[src/design/hdg_pkg.sv]
// Shared types, widths and the arctangent table for the heading pipeline.
// Depends on nothing; used by every module in this folder.
package hdg_pkg;

    localparam int ANGLE_STEPS = 16;
    localparam int TBL_LEN     = 24;
    localparam int TBL_IDX_W   = $clog2(TBL_LEN);

    localparam int FIELD_W = 16;
    localparam int PRE_SH  = 16;
    localparam int XY_W    = 36;
    localparam int Z_W     = 27;
    localparam int OUT_W   = 15;
    localparam int RND_SH  = 10;

    localparam int IN_TDATA_W  = 2 * FIELD_W;
    localparam int OUT_TDATA_W = ((OUT_W + 7) / 8) * 8;

    localparam logic signed [Z_W-1:0] DEG_180 = Z_W'(180 * 65536);
    localparam logic signed [Z_W-1:0] DEG_360 = Z_W'(360 * 65536);
    localparam logic [Z_W-1:0]        RND_HALF = Z_W'(1 << (RND_SH - 1));
    localparam logic [OUT_W:0]        OUT_FULL_TURN = (OUT_W + 1)'(23040);

    typedef logic signed [XY_W-1:0] xy_t;
    typedef logic signed [Z_W-1:0]  ang_t;

    typedef struct packed {
        xy_t        x;
        xy_t        y;
        ang_t       z;
        logic       zero;
    } hdg_data_t;

    function automatic ang_t atan_q16(input logic [TBL_IDX_W-1:0] idx);
        ang_t r;
        case (idx)
            5'd0:    r = Z_W'(2949120);
            5'd1:    r = Z_W'(1740967);
            5'd2:    r = Z_W'(919879);
            5'd3:    r = Z_W'(466945);
            5'd4:    r = Z_W'(234379);
            5'd5:    r = Z_W'(117304);
            5'd6:    r = Z_W'(58666);
            5'd7:    r = Z_W'(29335);
            5'd8:    r = Z_W'(14668);
            5'd9:    r = Z_W'(7334);
            5'd10:   r = Z_W'(3667);
            5'd11:   r = Z_W'(1833);
            5'd12:   r = Z_W'(917);
            5'd13:   r = Z_W'(458);
            5'd14:   r = Z_W'(229);
            5'd15:   r = Z_W'(115);
            5'd16:   r = Z_W'(57);
            5'd17:   r = Z_W'(29);
            5'd18:   r = Z_W'(14);
            5'd19:   r = Z_W'(7);
            5'd20:   r = Z_W'(4);
            5'd21:   r = Z_W'(2);
            5'd22:   r = Z_W'(1);
            default: r = '0;
        endcase
        return r;
    endfunction

endpackage

[src/design/hdg_prep.sv]
// Entry stage: scales the raw field counts, folds the left half plane and
// flags the zero vector. Depends on hdg_pkg.
module hdg_prep (
    input  logic                               clk,
    input  logic                               rst_n,
    input  logic                               in_valid,
    output logic                               in_ready,
    input  logic signed [hdg_pkg::FIELD_W-1:0] field_x,
    input  logic signed [hdg_pkg::FIELD_W-1:0] field_y,
    output logic                               out_valid,
    input  logic                               out_ready,
    output hdg_pkg::hdg_data_t                 out_data
);
    import hdg_pkg::*;

    logic      valid_reg;
    hdg_data_t data_reg;
    hdg_data_t data_next;
    xy_t       x_wide;
    xy_t       y_wide;

    assign x_wide = xy_t'($signed({field_x, {PRE_SH{1'b0}}}));
    assign y_wide = xy_t'($signed({field_y, {PRE_SH{1'b0}}}));

    always_comb
    begin
        data_next.zero = (field_x == '0) && (field_y == '0);
        if (field_x[FIELD_W-1])
        begin
            data_next.x = -x_wide;
            data_next.y = -y_wide;
            data_next.z = DEG_180;
        end
        else
        begin
            data_next.x = x_wide;
            data_next.y = y_wide;
            data_next.z = '0;
        end
    end

    assign in_ready  = !valid_reg || out_ready;
    assign out_valid = valid_reg;
    assign out_data  = data_reg;

    always_ff @(posedge clk or negedge rst_n)
    begin
        if (!rst_n)
            valid_reg <= 1'b0;
        else if (in_ready)
            valid_reg <= in_valid;
    end

    always_ff @(posedge clk)
    begin
        if (in_valid && in_ready)
            data_reg <= data_next;
    end

endmodule

[config.mk]
export PLATFORM = sky130hd
export DESIGN_NAME = hdg_prep
export DESIGN_NICKNAME = d
export VERILOG_FILES = /design/src/design/hdg_pkg.sv /design/src/design/hdg_prep.sv
export SDC_FILE = /design/constraint.sdc
export NUM_CORES = 1
export LEC_CHECK = 0
export ABC_CLOCK_PERIOD_IN_PS = 4600
export BUFFER_PORTS_ARGS = -buffer_cell sky130_fd_sc_hd__buf_2
export CAP_MARGIN = 20
export CORE_MARGIN = 2
export CORE_UTILIZATION = 40
export DETAILED_ROUTE_END_ITERATION = 6
export GPL_TIMING_DRIVEN = 0
export HOLD_SLACK_MARGIN = 0.02
export PLACE_DENSITY = 0.73
export SLEW_MARGIN = 5
export SYNTH_ARGS = -nofsm -noshare
export SYNTH_HDL_FRONTEND = slang
export SYNTH_SLANG_ARGS = --single-unit
[constraint.sdc]
create_clock -name clk -period 4.6 [get_ports clk]
set_clock_uncertainty 0.2 [all_clocks]
set_input_delay 0.46 -clock clk [delete_from_list [all_inputs] [get_ports clk]]
set_output_delay 0.46 -clock clk [all_outputs]
set_load 0.005 [all_outputs]
Yosys cells after proc, flatten, opt, wreduce, memory -nomap -nowiden
Cells that the tools add are included.
{"block": "totals", "latchBits": 0, "out_inout_bits": 102, "romBits": 0, "inputBits": 36, "memories": 0, "word_cells": 16, "ff_bits": 101, "ramBits": 0}
{"block": "classes", "n_reduce_logical": 6, "div_mod_pow": 0, "mux": 1, "eq_ne": 0, "n_mul": 0, "shift": 0, "n_addsub": 2, "n_bitwise": 0, "order_cmp": 0}
{"op": "2-to-1 mux 94 bit", "n": 1}
{"op": "negation 32 -> 36 bit", "n": 2}
{"op": "zero test 16 bit", "n": 2}
{"op": "logical AND 1 bit", "n": 2}
{"op": "zero test 1 bit", "n": 1}
{"op": "logical OR 1 bit", "n": 1}

Logic depth before layout (Yosys ltp)
{"block": "logic_depth", "ltp_word": 3, "ltp_mapped": 6, "mapped_depth_nobuf": 5}

Worst setup path after synthesis
OpenSTA, ideal clock, no wires.
{"block": "synth_path", "path_kind": "input to register", "from": "input port out_ready", "to": "register data_reg (netlist bit out_data[0]), enable pin", "setup_slack_ns": 2.358, "arrival_ns": 1.639, "required_ns": 3.996, "setup_ns": 0.404, "path_buffers": 0, "stages": 2, "path_cell_list": "nand2b_1 -> and2_1"}
{"block": "synth_via", "elab_chain_cells": 2}
{"item": "start, declared", "line_no": "hdg_prep.sv:11", "source": "input logic out_ready,"}
{"item": "logical OR 1 bit", "line_no": "hdg_prep.sv:42", "source": "assign in_ready = !valid_reg || out_ready;"}
{"item": "logical AND 1 bit", "line_no": "hdg_prep.sv:56", "source": "if (in_valid && in_ready)"}
{"item": "end signal, assigned", "line_no": "hdg_prep.sv:57", "source": "data_reg <= data_next;"}
{"item": "end, declared", "line_no": "hdg_prep.sv:17", "source": "hdg_data_t data_reg;"}
Every way passes these cells.
A chain may end at the register's enable or synchronous reset.

==> results.json <==
{
  "synth_seq_cells": 43,
  "dp_hpwl_mm": 4.04,
  "synth-simple-area-share": 0.0882,
  "hp-class": "input pin to flip-flop",
  "wire_per_inst_um": 11.9,
  "grt_pass1_wl_mm": 8.10,
  "ys_types": 27,
  "r2r_slack_ps": 2960,
  "overflow": 0,
  "htreeDepth": 2,
  "period_share": 0.482,
  "ys.flop_type": "edfxtp_1",
  "synth_top_family_by_area": "buffers and inverters",
  "start_util": 0.419,
  "port_buffers": 82,
  "io-pin-count": 138,
  "worst_slew_pin_slew_ps": 601,
  "required_ps": 4430,
  "pwr_density_cell_mw_per_mm2": 278,
  "max_stage_delay_ps": 470,
  "status": "complete, no violations",
  "yosys.area.top_type_share": 0.500,
  "drtIter0Drc": 51,
  "synth-xor-area-share": 0.0937,
  "gp_congestion": 0.766,
  "ir_worst_vdd_mv": 0.178,
  "synth-seq-area-share": 0.509,
  "crit_type": "input pin to flip-flop",
  "syn_area_sq_mm": 0.00252,
  "period_needed_ps": 2220,
  "fin_area_sq_mm": 0.00339,
  "total_power_uw": 944,
  "fin_nets": 394,
  "tns_ps": 0,
  "num_rows": 28,
  "syn_to_final_growth_pct": 34.3,
  "synth_edf_count": 42,
  "vias": 1836,
  "synth-adder-area-share": 0.00991,
  "fp.dieH_um": 83.5,
  "muxShareOfSynthArea": 0,
  "cp.arrival_ps": 2050,
  "num_antenna_cells": 0,
  "cp_cell_sequence": "buf_2 -> inv_1 -> ha_1 -> or3b_2 -> clkbuf_1 -> nor4_1 -> o21ai_0",
  "yosysTopAreaCell": "edfxtp_1",
  "cp.buffers_inverters": 3,
  "cp-end-kind": "flip-flop",
  "crit_slowest_cell": "nor4_1",
  "clkSinkCount": 43,
  "p_sw_frac": 0.240,
  "cts_tree": "built",
  "place_area_sq_mm": 0.00327,
  "rsz0062_at_grt": "no",
  "synth_most_common_cell": "buf_4",
  "clock_power_share": 0.315,
  "gr-usage-all-layers": 0.147,
  "async_flop_share": 0.0233,
  "slew_headroom": 0.599,
  "p_leak_nw": 1.56,
  "cts_buffer_depth": 2,
  "viasPerCell": 4.25,
  "post_synth.cell_area_avg_sq_um": 12.2,
  "grt_pass1_vias": 1766,
  "hold_viol_final": 0,
  "yosys-top-cells-area": "edfxtp_1 (50%), buf_4 (18%), xnor2_1 (9.4%)",
  "seqPwrFrac": 0.499,
  "finalSetupViolations": 0,
  "wirelength_mm": 5.14,
  "drc_errors": 0,
  "crit_family": "simple AND/OR/NAND/NOR gates",
  "dr.pass1.iters": 4,
  "clock_latency_ps": 300,
  "ant_nets": 0,
  "antenna_found_initial": 0,
  "cap_violations": 0,
  "internal_power_uw": 718,
  "yosysWarnings": 0,
  "core-area_sq_mm": 0.00603,
  "comb_power_share": 0.186,
  "fin_ws_ps": 2380,
  "clockRootBuffer": "clkbuf_8",
  "synthCells": 207,
  "slew_viol_final": 0,
  "pre_cts_slack_ps": 2030,
  "cp_max_fo": 7,
  "drive_gt1_frac": 0.462,
  "synth-compound-area-share": 0.102,
  "timing.fmax_ghz": 0.451,
  "clk_pin_slew_ps": 80,
  "dieArea_sq_mm": 0.00696,
  "cts_made_buffers": 5,
  "start_kind": "input pin",
  "synth_common_cells": "buf_4 (59), edfxtp_1 (42), xnor2_1 (27), o21ai_0 (11), o31ai_1 (9)",
  "power.switching_uw": 226,
  "grt_max_degree": 31,
  "dieWidth_um": 83.5
}
## registers in the layout, summed over array words and instances, names as in the netlist
name	flops
out_valid	1
out_data	42
## routing by layer
layer / vias to the layer above / part of all wire / global-route usage
met2: 98 / 0.48 / 0.249
met3: 5 / 0.11 / 0.0524
met4: 0 / 0.015 / 0.0587
met5: - / 0 / 0
met1: 811 / 0.40 / 0.169
li1: 922 / - / -
## what timing repair did
action                                 CTS  global route
resized for setup                        0             0
hold buffers                             1             0
endpoints found under the hold margin    1             0
buffers inserted                         0             0
## power by group through the flow
stage                     registers, mW  clock network (mW)  logic (mW)
after floorplan                   0.485                   0       0.103
after global placement            0.480                   0       0.166
after detailed placement          0.481                   0       0.174
after CTS                         0.472               0.301       0.174
after global routing              0.474               0.320       0.195
final                             0.471               0.297       0.175
## worst paths after layout
check | start | cells after the start | to
max | field_y[1] | 7 | out_data[60]
min | field_x[15] | 1 | out_data[22]
max reg2reg | out_valid | 3 | out_data[97]
min reg2reg | out_valid | 2 | out_valid
max in group asynchronous | rst_n | 2 | out_valid
min in group asynchronous | rst_n | 2 | out_valid
## placed cells by master, fill, tap and decap left out, types with 7 or more instances in the layout
| cell type | count |
|---|---|
| buf_2 | 83 |
| conb_1 | 59 |
| nand2b_1 | 7 |
| o31ai_1 | 9 |
| edfxtp_1 | 42 |
| or4_1 | 7 |
| o21ai_0 | 11 |
| xnor2_1 | 27 |
| buf_4 | 59 |
## final cells by class
type                            instances  area, sq um
Timing Repair Buffer                   84          440
Tap cell                               75         93.8
Buffer                                 66          478
Inverter                                4         15.0
Sequential cell                        43         1290
Clock buffer                            5         68.8
Fill cell                             529         2640
Multi-Input combinational cell        152          965
Clock inverter                          3         43.8
## through the flow
stage,hold slack [ps],cells,utilization
3_5_place_dp,38.3,423,0.542
3_3_place_gp,35.5,422,0.539
2_1_floorplan,-35.6,265,-
6_report,151,432,0.563
4_1_cts,152,432,0.563
5_1_grt,147,432,0.563
## logic make-up (layout without fill, tap and decap cells)
kind of cell,count (synthesis),count (layout)
AOI/OAI and AO/OA,29,29
xor gates and xnor gates,27,27
and+or+nand+nor,35,35
other,1,59
adders and majority gates,2,2
buffers and inverters,70,162
DFF,43,43
(Power assumes the default switching activity.)
