$ cat src/design/hdg_pkg.sv
// Shared types, widths and the arctangent table for the heading pipeline.
// Depends on nothing; used by every module in this folder.
package hdg_pkg;

    localparam int ANGLE_STEPS = 16;
    localparam int TBL_LEN     = 24;
    localparam int TBL_IDX_W   = $clog2(TBL_LEN);

    localparam int FIELD_W = 16;
    localparam int PRE_SH  = 16;
    localparam int XY_W    = 36;
    localparam int Z_W     = 27;
    localparam int OUT_W   = 15;
    localparam int RND_SH  = 10;

    localparam int IN_TDATA_W  = 2 * FIELD_W;
    localparam int OUT_TDATA_W = ((OUT_W + 7) / 8) * 8;

    localparam logic signed [Z_W-1:0] DEG_180 = Z_W'(180 * 65536);
    localparam logic signed [Z_W-1:0] DEG_360 = Z_W'(360 * 65536);
    localparam logic [Z_W-1:0]        RND_HALF = Z_W'(1 << (RND_SH - 1));
    localparam logic [OUT_W:0]        OUT_FULL_TURN = (OUT_W + 1)'(23040);

    typedef logic signed [XY_W-1:0] xy_t;
    typedef logic signed [Z_W-1:0]  ang_t;

    typedef struct packed {
        xy_t        x;
        xy_t        y;
        ang_t       z;
        logic       zero;
    } hdg_data_t;

    function automatic ang_t atan_q16(input logic [TBL_IDX_W-1:0] idx);
        ang_t r;
        case (idx)
            5'd0:    r = Z_W'(2949120);
            5'd1:    r = Z_W'(1740967);
            5'd2:    r = Z_W'(919879);
            5'd3:    r = Z_W'(466945);
            5'd4:    r = Z_W'(234379);
            5'd5:    r = Z_W'(117304);
            5'd6:    r = Z_W'(58666);
            5'd7:    r = Z_W'(29335);
            5'd8:    r = Z_W'(14668);
            5'd9:    r = Z_W'(7334);
            5'd10:   r = Z_W'(3667);
            5'd11:   r = Z_W'(1833);
            5'd12:   r = Z_W'(917);
            5'd13:   r = Z_W'(458);
            5'd14:   r = Z_W'(229);
            5'd15:   r = Z_W'(115);
            5'd16:   r = Z_W'(57);
            5'd17:   r = Z_W'(29);
            5'd18:   r = Z_W'(14);
            5'd19:   r = Z_W'(7);
            5'd20:   r = Z_W'(4);
            5'd21:   r = Z_W'(2);
            5'd22:   r = Z_W'(1);
            default: r = '0;
        endcase
        return r;
    endfunction

endpackage

$ cat src/design/hdg_post.sv
// Exit stage: wraps the angle into one turn, rounds to 1/64 degree and
// holds the result for the output channel. Depends on hdg_pkg.
module hdg_post (
    input  logic                             clk,
    input  logic                             rst_n,
    input  logic                             in_valid,
    output logic                             in_ready,
    input  hdg_pkg::hdg_data_t               in_data,
    output logic                             out_valid,
    input  logic                             out_ready,
    output logic [hdg_pkg::OUT_W-1:0]        heading_deg
);
    import hdg_pkg::*;

    logic             valid_reg;
    logic [OUT_W-1:0] heading_reg;
    logic [OUT_W-1:0] heading_next;
    ang_t             z_wrap;
    logic [Z_W-1:0]   z_rnd;
    logic [OUT_W:0]   h;

    always_comb
    begin
        z_wrap = in_data.z;
        if (z_wrap[Z_W-1])
            z_wrap = z_wrap + DEG_360;
        else if (z_wrap >= DEG_360)
            z_wrap = z_wrap - DEG_360;
        z_rnd = Z_W'(z_wrap) + RND_HALF;
        h     = z_rnd[RND_SH +: OUT_W + 1];
        if (h >= OUT_FULL_TURN)
            h = h - OUT_FULL_TURN;
        heading_next = in_data.zero ? '0 : h[OUT_W-1:0];
    end

    assign in_ready    = !valid_reg || out_ready;
    assign out_valid   = valid_reg;
    assign heading_deg = heading_reg;

    always_ff @(posedge clk or negedge rst_n)
    begin
        if (!rst_n)
            valid_reg <= 1'b0;
        else if (in_ready)
            valid_reg <= in_valid;
    end

    always_ff @(posedge clk)
    begin
        if (in_valid && in_ready)
            heading_reg <= heading_next;
    end

endmodule

$ cat config.mk
export PLATFORM = sky130hd
export DESIGN_NAME = hdg_post
export DESIGN_NICKNAME = d
export VERILOG_FILES = /design/src/design/hdg_pkg.sv /design/src/design/hdg_post.sv
export SDC_FILE = /design/constraint.sdc
export NUM_CORES = 1
export LEC_CHECK = 0
export BUFFER_PORTS_ARGS = -buffer_cell sky130_fd_sc_hd__buf_4
export CORE_MARGIN = 3
export CORE_UTILIZATION = 40
export CTS_CLUSTER_SIZE = 8
export DETAILED_ROUTE_END_ITERATION = 16
export GPL_TIMING_DRIVEN = 0
export PLACE_DENSITY = 0.87
export SLEW_MARGIN = 20
export SYNTH_ARGS = -nofsm -noshare
export SYNTH_HDL_FRONTEND = slang
export SYNTH_SLANG_ARGS = --single-unit
$ cat constraint.sdc
create_clock -name clk -period 1.6 [get_ports clk]
set_clock_uncertainty 0.05 [all_clocks]
set_input_delay 0.08 -clock clk [delete_from_list [all_inputs] [get_ports clk]]
set_output_delay 0.08 -clock clk [all_outputs]
set_load 0.05 [all_outputs]
* Yosys cells after proc, flatten, opt, wreduce, memory -nomap -nowiden
Cells that the tools add are included.
Word-level totals: register bits 16, word-level logic and storage cells 14, input bits 104, output and inout port bits 17
Operators by class: add/subtract/negate cells 4, mux-type cells 3, reduce and logical (&&, ||, !) cells 3, magnitude comparators 2
Operators with widths (number):
- 26-bit 2-to-1 mux | 2
- 27-bit by 26-bit >= comparator with 1-bit output, second input constant | 1
- 26-bit by 10-bit adder with 26-bit output, second input constant | 1
- 26-bit adder, second input constant | 1
- 26-bit subtractor, second input constant | 1
- 16-bit by 15-bit >= comparator with 1-bit output, second input constant | 1
- 15-bit 2-to-1 mux | 1
- 15-bit subtractor, second input constant | 1
- 1-bit logical AND | 1
- 1-bit logical NOT | 1
- 1-bit logical OR | 1

* Longest topological paths before layout
depth after elaboration 6, mapped depth 13, gate-level depth less buffers 13

* Worst setup path after synthesis
Ideal clock, no wire load.
kind input -> register, from in in_data[21] (netlist name), to reg heading_reg[10], in the netlist heading_deg[10] (data pin), buffers on the path 0, slack -1.536 ns, arrival 2.820 ns, library setup time 0.266 ns, data required time 1.284 ns, stages on the path 13, cells stage by stage inv_1 ha_1 and4b_1 or3_4 a22o_1 a21oi_2 nand3_2 or4_1 nand4b_2 a211oi_1 a211oi_1 o21ai_1 nor3b_2
On the way: cells in the longest elaborated chain, start to end 6, elaborated cells on any way between the ends 9, those cells by class add/sub: 4; order compare: 2; mux: 3
Ends and longest elaborated chain:
- start: declaration | RTL line hdg_post.sv:8 | input hdg_pkg::hdg_data_t in_data,
- 26-bit subtractor / 27-bit by 26-bit >= comparator with 1-bit output (equally long branches) | RTL line hdg_post.sv:28, hdg_post.sv:27
- 26-bit 2-to-1 mux | RTL line hdg_post.sv:27 | else if (z_wrap >= DEG_360)
- 26-bit 2-to-1 mux (*) | RTL line hdg_post.sv:25 | if (z_wrap[Z_W-1])
- 26-bit by 10-bit adder with 26-bit output (*) | RTL line hdg_post.sv:29 | z_rnd = Z_W'(z_wrap) + RND_HALF;
- 15-bit subtractor / 16-bit by 15-bit >= comparator with 1-bit output (equally long branches) | RTL line hdg_post.sv:32, hdg_post.sv:31
- 15-bit 2-to-1 mux (*) | RTL line hdg_post.sv:31 | if (h >= OUT_FULL_TURN)
- end signal: assignment | RTL line hdg_post.sv:51 | heading_reg <= heading_next;
- end: declaration | RTL line hdg_post.sv:16 | logic [OUT_W-1:0] heading_reg;
Mark *: on every way between the ends. The rest lies on a longest branch, timed or not. A chain may end at the register's enable or synchronous reset.

* Final worst setup path
from in in_data[17] (netlist name), to reg heading_reg[10], in the netlist heading_deg[10] (data pin)
Same word-level chain as after synthesis.

==> flow_summary.json <==
{
  "run_status": "complete, but fails checks",
  "violations": "negative setup slack",
  "synth_edf_count": 15,
  "die_w_um": 69.62,
  "irDropWorstVdd_mv": 0.2342,
  "port_buffers": 46,
  "finalCriticalPeriod_ns": 2.903,
  "synthFlopType": "edfxtp_1",
  "dr.pass1.iters": 4,
  "diodes": 0,
  "cts_buffer_depth": 2,
  "ys_ff_latch": 16,
  "antenna_left": 0,
  "wire_per_inst_um": 14.15,
  "gp_congestion": 0.8787,
  "setup-violations-final": 6,
  "drc": 0,
  "clkLatencyLatePin_ns": 0.24,
  "synthesis.nets": 286,
  "grt_overflow": 0,
  "r2r_cells": 2,
  "p_total_uw": 1568,
  "die_area_um2": 4847,
  "clock_sinks": 16,
  "tritoncts": "built",
  "htree_levels": 1,
  "power_leakage_uw": 0.001057,
  "coreArea_um2": 3771,
  "grt_start_max_net_pins": 16,
  "dpl.cell_count": 273,
  "fp.dieH_um": 69.62,
  "cp.required_ns": 1.54,
  "hold_class": "in -> reg",
  "worstSetupStartpointType": "input pin",
  "syn_to_final_growth_pct": 55.95,
  "dp_worst_setup_slack_ns": -1.838,
  "cts_buffers": 3,
  "rsz0062_at_grt": "true",
  "relSlewSlack_pct": 70.16,
  "grt_pass1_wl_um": 7231,
  "cp_max_fo": 5,
  "finalNonFillerCells": 304,
  "min_from": "out_ready",
  "via_per_inst": 5.431,
  "utilization_pct": 66.95,
  "critPathKind": "in -> reg",
  "drive_gt1_share_pct": 48.44,
  "synth_cells": 179,
  "drt-initial-drc-count": 127,
  "period_share_pct": 181.4,
  "fmax_ghz": 0.3445,
  "r2r_slack_ns": 0.37,
  "nets": 364,
  "netlist_area_um2": 1619,
  "syn_area_per_cell_um2": 9.045,
  "dpl.hpwl_um": 3043,
  "ios": 121,
  "wl_um": 4302,
  "r2r-start": "out_valid",
  "hold_path_end": "out_valid",
  "grtUsageTotal_pct": 18.05,
  "timing.final.ws_setup_ns": -1.303,
  "synth_warnings": 0,
  "initial_core_util_pct": 42.93,
  "hold_violations": 0,
  "pwr_density_cell_nw_per_um2": 620.9,
  "grt_antenna_before_repair": 0,
  "async_reset_ff_share_pct": 6.250,
  "reg2reg_to": "heading_deg[11]",
  "vias": 1651,
  "cts_root_buf": "clkbuf_8",
  "worst_slew_pin_slew_ns": 0.4442,
  "end_kind": "flip-flop",
  "holdPathStages": 3,
  "core.rowCount": 22,
  "ys_types": 60,
  "grt_pass1_vias": 1600,
  "slew_viol_final": 0,
  "clk_pin_slew_worst_paths_ns": 0.06,
  "setup_tns_ns": -7.317,
  "seq_area_frac_synth_pct": 29.37,
  "drv_cap": 0,
  "arrival_ns": 2.84
}
per-layer routing:
layer / vias to the layer above / GRT usage (%) / part of all wire, %
met1: 783 / 20.62 / 40
li1: 822 / - / -
met3: 6 / 2.029 / 3.6
met5: - / 0 / 0
met4: 0 / 6.596 / 1.5
met2: 40 / 34.11 / 55
final cells by class:
class,count,area [um^2]
fillers,287,1246
repair buffers,73,600.6
clock inverters,1,3.754
inverters,5,42.54
plain buffers,6,37.54
well taps,48,60.06
flip-flops and latches,16,476.7
multi-input cells,152,1262
clock buffers,3,41.29
flip-flops by register name, summed over array words and instances (netlist names):
register and cells:
out_valid 1, heading_deg 15
report_power, final:
group	total, uW	leakage (uW)	internal, uW	switching [uW]
Sequential	507	0.000157	499	8.11
Combinational	760	0.000876	352	408
Clock	300	0.0000231	170	130
Total	1570	0.00106	1020	547
stage by stage:
step / hold WS [ns] / instance area (um^2)
floorplan: -0.2656 / 1720
global placement: -0.1950 / 2126
detailed placement: -0.1935 / 2126
CTS: 0.05845 / 2445
global route: 0.07071 / 2525
finish: 0.06828 / 2525
critical path, stage by stage:
cell     delay, ns
buf_8         0.10
or4_4         0.54
nor4_4        0.26
buf_4         0.19
a21oi_2       0.09
o31ai_4       0.26
xnor2_2       0.14
nor4b_4       0.28
xnor2_2       0.17
a21oi_4       0.22
mux2i_2       0.27
o21ai_1       0.09
nor3b_2       0.15
synthesized netlist by cell type, types with 4 or more instances:
cell       n  area share [%]
xor2_1     7             3.8
and3_1     6             2.3
a21oi_1    6             1.9
nor2_1    22             5.1
edfxtp_1  15              28
xnor2_1   11             6.0
nand3_1    8             2.5
inv_1      5             1.2
nand2b_1   4             1.5
o21ai_0    8             2.5
nor3_1     4             1.2
nand2_1   13             3.0
worst max path at each step:
stage,from,end,depth (start not counted)
global placement,in_data[21],heading_deg[12],14
floorplan,in_data[21],heading_deg[10],13
finish,in_data[17],heading_deg[10],13
detailed placement,in_data[21],heading_deg[10],14
global route,in_data[17],heading_deg[10],13
CTS,in_data[20],heading_deg[10],14
layout by cell type (no fill, tap or decap), types with 3 or more instances in the layout:
cell	Yosys	routed
a211o_1	3	3
a21oi_1	6	5
and3_1	6	6
buf_4	2	66
buf_6	1	5
clkbuf_1	3	3
clkbuf_8	0	3
edfxtp_1	15	15
inv_1	5	3
nand2_1	13	12
nand3_1	8	7
nand4b_1	3	3
nor2_1	22	20
nor2_2	1	3
nor3_1	4	3
o21ai_0	8	8
or4_4	1	3
xnor2_1	11	7
xnor2_2	0	4
xor2_1	7	6
kinds of logic after synthesis:
| logic type | share of synthesized area [%] |
|---|---|
| AOI/OAI and AO/OA | 17.16 |
| xor gates and xnor gates | 9.737 |
| adders and majority gates | 2.319 |
| buffers and inverters | 3.477 |
| DFF | 29.37 |
| muxes | 2.550 |
| and+or+nand+nor | 35.40 |
repair_timing:
| action | 4_1_cts | 5_1_grt |
|---|---|---|
| setup buffers | 19 | 7 |
| endpoints found under the setup margin | 6 | 6 |
| hold buffers | 2 | 0 |
| resized for setup | 25 | 7 |
| endpoints found under the hold margin | 2 | 0 |
| pin swaps | 18 | 11 |
Power figures use the tool's default switching activity.
